## src/rtl/pfx_pkg.sv

```systemverilog
`timescale 1ns / 1ps

package pfx_pkg;

  localparam int STACK_DEPTH = 128;
  localparam int CNT_W       = $clog2(STACK_DEPTH + 1);
  localparam int ADDR_W      = $clog2(STACK_DEPTH);
  localparam int DATA_W      = 32;
  localparam int CH_W        = 8;
  localparam int DIV_CNT_W   = $clog2(DATA_W);

  localparam logic [CH_W-1:0] CH_PLUS  = 8'h2B;
  localparam logic [CH_W-1:0] CH_MINUS = 8'h2D;
  localparam logic [CH_W-1:0] CH_STAR  = 8'h2A;
  localparam logic [CH_W-1:0] CH_SLASH = 8'h2F;
  localparam logic [CH_W-1:0] CH_SPACE = 8'h20;
  localparam logic [CH_W-1:0] CH_ZERO  = 8'h30;
  localparam logic [CH_W-1:0] CH_NINE  = 8'h39;

  typedef enum logic [1:0] {
    ST_OK    = 2'd0,
    ST_UNDER = 2'd1,
    ST_DIV0  = 2'd2,
    ST_OVF   = 2'd3
  } status_t;

  // commands from the controller to the datapath
  typedef struct packed {
    logic    latch;
    logic    acc;
    logic    push;
    logic    rd;
    logic    op_wb;
    logic    div_start;
    logic    div_wb;
    logic    set_err;
    status_t err_code;
    logic    emit;
  } pfx_cmd_t;

  // status from the datapath to the controller
  typedef struct packed {
    logic             last;
    logic             err_any;
    logic             is_space;
    logic             is_op;
    logic             is_div;
    logic             in_number;
    logic             cnt_lt2;
    logic             full;
    logic             op2_zero;
    logic             div_done;
    logic             out_free;
    logic [CNT_W-1:0] count;
  } pfx_sts_t;

endpackage

```

## src/rtl/pfx_ctrl.sv

```systemverilog
`timescale 1ns / 1ps

module pfx_ctrl (
  input  logic              clk,
  input  logic              rst_n,
  input  logic              in_valid,
  output logic              in_ready,
  input  pfx_pkg::pfx_sts_t sts,
  output pfx_pkg::pfx_cmd_t cmd
);

  typedef enum logic [5:0] {
    S_IDLE = 6'b000001,
    S_DEC  = 6'b000010,
    S_PUSH = 6'b000100,
    S_OPRD = 6'b001000,
    S_DIVW = 6'b010000,
    S_FIN  = 6'b100000
  } state_t;

  state_t state_r, state_nxt;
  state_t after_item;

  // where to go once the character's stack work is over
  assign after_item = sts.last ? S_FIN : S_IDLE;

  always_comb begin
    state_nxt = state_r;
    cmd       = '0;
    case (state_r)
      S_IDLE: begin
        if (in_valid) begin
          cmd.latch = 1'b1;
          state_nxt = S_DEC;
        end
      end
      S_DEC: begin
        if (sts.err_any) begin
          state_nxt = after_item;
        end else if (sts.is_space) begin
          state_nxt = sts.in_number ? S_PUSH : after_item;
        end else if (!sts.in_number && sts.is_op) begin
          if (sts.cnt_lt2) begin
            cmd.set_err  = 1'b1;
            cmd.err_code = pfx_pkg::ST_UNDER;
            state_nxt    = after_item;
          end else begin
            cmd.rd    = 1'b1;
            state_nxt = S_OPRD;
          end
        end else begin
          cmd.acc   = 1'b1;
          state_nxt = sts.last ? S_PUSH : S_IDLE;
        end
      end
      S_PUSH: begin
        cmd.push = 1'b1;
        if (sts.full) begin
          cmd.set_err  = 1'b1;
          cmd.err_code = pfx_pkg::ST_OVF;
        end
        state_nxt = after_item;
      end
      S_OPRD: begin
        if (!sts.is_div) begin
          cmd.op_wb = 1'b1;
          state_nxt = after_item;
        end else if (sts.op2_zero) begin
          cmd.set_err  = 1'b1;
          cmd.err_code = pfx_pkg::ST_DIV0;
          state_nxt    = after_item;
        end else begin
          cmd.div_start = 1'b1;
          state_nxt     = S_DIVW;
        end
      end
      S_DIVW: begin
        if (sts.div_done) begin
          cmd.div_wb = 1'b1;
          state_nxt  = after_item;
        end
      end
      S_FIN: begin
        if (sts.out_free) begin
          cmd.emit  = 1'b1;
          state_nxt = S_IDLE;
        end
      end
      default: begin
        state_nxt = S_IDLE;
      end
    endcase
  end

  always_ff @(posedge clk) begin
    if (!rst_n) begin
      state_r <= S_IDLE;
    end else begin
      state_r <= state_nxt;
    end
  end

  assign in_ready = (state_r == S_IDLE);

endmodule

```

## config.mk

```make
export PLATFORM = sky130hd
export DESIGN_NAME = pfx_ctrl
export DESIGN_NICKNAME = d
export VERILOG_FILES = /design/src/rtl/pfx_pkg.sv /design/src/rtl/pfx_ctrl.sv
export SDC_FILE = /design/constraint.sdc
export NUM_CORES = 1
export LEC_CHECK = 0
export ABC_AREA = 1
export BUFFER_PORTS_ARGS = -buffer_cell sky130_fd_sc_hd__clkbuf_2
export CAP_MARGIN = 20
export CORE_MARGIN = 2
export CORE_UTILIZATION = 41
export DETAILED_ROUTE_END_ITERATION = 7
export GPL_TIMING_DRIVEN = 0
export MAX_ROUTING_LAYER = met4
export PLACE_DENSITY = 0.77
export SYNTH_ARGS = -nofsm -noshare
export SYNTH_HDL_FRONTEND = slang
export SYNTH_SLANG_ARGS = --single-unit
```

## constraint.sdc

```tcl
create_clock -name clk -period 1.22 [get_ports clk]
set_input_delay 0.244 -clock clk [delete_from_list [all_inputs] [get_ports clk]]
set_output_delay 0.244 -clock clk [all_outputs]
set_load 0.01 [all_outputs]
```

==> metrics.md <==
| Metric | Value |
|---|---|
| Critical Path Start Type | `flop` |
| Post-layout util | `0.716` |
| Site Rows | `13` |
| Top delay family on crit path | `simple AND/OR/NAND/NOR gates` |
| DRT Wirelength | `1650 um` |
| YS warnings | `0` |
| Worst r2r src | `state_r[4]` |
| Global Route Usage Sum | `0.236` |
| Hold depth | `3` |
| Outcome | `finished, violations left` |
| Routability cong. | `0.876` |
| Maxcap violations | `0` |
| Port bufs | `25` |
| Switch share | `0.370` |
| Slowest CP cell | `dfxtp_2` |
| Synthesized Nets | `117` |
| Flops & latches, synth | `6` |
| Top-area cell type share of the netlist area | `0.218` |
| Area Growth Syn to Fin | `67.0%` |
| Sequential fraction of the synthesis area | `0.218` |
| Vias | `737` |
| Synth Cell Area | `551 um2` |
| Global route total overflow | `0` |
| Syn Inst Count | `95` |
| Sw power | `265 uW` |
| Die W | `40.6 um` |
| Crit end category | `output port` |
| Multi-input gate area in the final layout | `443 um2` |
| Reg power frac | `0.318` |
| Worst IR Drop VDD | `0.425 mV` |
| CP cell instances | `nor2_4 -> nand2_2 -> nor2_4 -> nand2_2 -> nor3_2 -> buf_2` |
| CTS root buffer | `clkbuf_4` |
| Pin count of the biggest net entering global routing | `7` |
| Pwr dens | `777 nW/um2` |
| Post-DP HPWL | `1130 um` |
| Largest reg by FF count | `state_r` |
| FILL cells | `115` |
| Final setup vio count | `17` |
| Critical Path RT | `0.98 ns` |
| Mean number of vias per cell | `4.91` |
| Syn Area/Cell | `5.80 um2` |
| First-pass GRT wire length | `2440 um` |
| Failing checks | `setup timing` |
| Core ar. | `1280 um2` |
| CP bufs+invs | `1` |
| Unique masters post-synth | `18` |
| Final Max Tran Viols | `0` |
| Vias in the first global route | `630` |
| Fin crit share | `1.26` |
| Worst Path Max Fanout | `4` |
| Leakage | `0.000491 uW` |
| Clk_lat worst skew | `0.25 ns` |
| Initial antenna violation count | `0` |
| Stages on worst setup path | `6` |
| Fin Clk Skew | `0.000865 ns` |
| Hold_ws | `0.300 ns` |
| Die footprint | `1650 um2` |
| Comb power frac | `0.415` |
| Worst setup path class | `reg2out` |
| Area leader, netlist | `dfxtp_1` |
| Clk sink count | `6` |
| Layout cell share with drive strength beyond 1 | `0.570` |
| Fin. Hold Viols | `0` |
| DP Worst Slack | `-0.160 ns` |
| Final WS setup | `-0.312 ns` |
| Nets | `159` |
| CTS Buffer Depth | `2` |
| Post-route antenna net violation count | `0` |
| I/O Pins | `34` |
| HP Class | `in2reg` |
| Endpoint, Worst Hold | `state_r[1]` |
| Drt pass-1 iters | `5` |
| Cts bufs inserted | `3` |
| Clock share of power | `0.268` |
| Worst reg2reg setup slack | `-0.15 ns` |
| Worst EP arrival | `1.29 ns` |
| CP peak stage delay | `0.33 ns` |
| Chip height | `40.6 um` |
| Max reg flops | `6` |
| Crit path time final | `1.53 ns` |
| Iteration-0 DRC Markers | `13` |
| RSZ-0062 raised after global routing | `yes` |
| Internal power | `450 uW` |
| Fmax | `653 MHz` |
| Worst relative slew slack | `0.819` |
| Biggest regs | `state_r: 6 flops` |
| Actual slew at the worst max-slew pin | `0.271 ns` |
| Clock transition at path regs | `0.05 ns` |
| RR Endpoint | `state_r[3]` |
| Cell count of the worst reg-to-reg path | `7` |
| Synth top area cells | `dfxtp_1 22%, inv_1 12%, nand2_1 12%` |
| N_diodes | `0` |
| Register area | `130 um2` |
| CTS tree | `yes` |
| HP Start | `in_valid` |
| Hold Buf Count CTS | `0` |
| H-Tree Level Count | `1` |
| Starting density of the core | `0.428` |
| Wire length per cell | `11.0 um` |
| # DRC | `0` |
-- timing repair --
item | 4_1_cts | 5_1_grt
setup buffers | 13 | 2
hold endpoints to repair | 0 | 0
gates resized for setup | 20 | 19
pin swaps | 9 | 7
endpoints found under the setup margin | 16 | 16
-- stage by stage --
step / instance area (um2) / cells / setup TNS (ns) / total power (uW)
global placement: 699 / 135 / -0.578 / 434
detailed placement: 699 / 135 / -0.862 / 443
floorplan: 556 / 95 / 0 / 378
finish: 920 / 150 / -3.07 / 714
global route: 920 / 150 / -4.19 / 754
CTS: 872 / 150 / -3.18 / 679
-- cells in the mapped netlist, drive strengths merged --
cell type,number
dfxtp,6
a21oi,2
o21a,1
nand4,3
and2,1
inv,20
nand2,19
o21ai,3
nor2,21
nor3,2
nand3,15
nor4,2
-- worst max-delay path by stage --
stage	start	to	slack, ns
6_report	state_r[4]	cmd[9]	-0.31
5_1_grt	state_r[0]	cmd[3]	-0.39
4_1_cts	state_r[4]	cmd[9]	-0.30
3_5_place_dp	state_r[5]	cmd[9]	-0.16
3_3_place_gp	state_r[5]	cmd[9]	-0.13
2_1_floorplan	state_r[5]	cmd[9]	0.01
-- per-layer routing --
metal | vias to the layer above | global-route usage | wire [um]
met4 | 0 | 0.150 | 53
met5 | - | - | 0
li1 | 380 | - | -
met2 | 25 | 0.433 | 918
met3 | 7 | 0.0163 | 51
met1 | 325 | 0.240 | 625
-- cells in the final DEF (no fill, tap or decap), types with 4 or more instances in the layout --
master,instances
clkbuf_2,20
inv_1,15
nand2_1,15
nand3_1,10
nor2_1,9
buf_4,8
nor2_2,7
nor2_4,5
inv_2,5
buf_2,5
dfxtp_2,5
nand2_2,4
buf_6,4
-- cells by family after synthesis --
kind of cell    Yosys count  share of synthesized area
compound gates            6                     0.0591
buf+inv                  20                      0.136
flops                     6                      0.218
simple gates             63                      0.586
-- power by group through the flow --
stage	sequential [uW]	clock [uW]	combinational, uW
3_5_place_dp	225	0	218
6_report	227	191	296
2_1_floorplan	224	0	154
5_1_grt	229	204	321
4_1_cts	227	191	261
3_3_place_gp	225	0	209
-- worst min-delay path, delay by kind of cell --
family                 cells  cell delay, ns
buffers and inverters      2            0.20
and+or+nand+nor            1            0.07
-- area by class of cell --
| class | count | area share |
|---|---|---|
| multi-input cells | 69 | 0.482 |
| inverters | 20 | 0.0816 |
| well taps | 15 | 0.0204 |
| repair buffers | 37 | 0.250 |
| flip-flops and latches | 6 | 0.141 |
| clock buffers | 3 | 0.0245 |
Note: power is estimated with default switching activity, not from simulation.
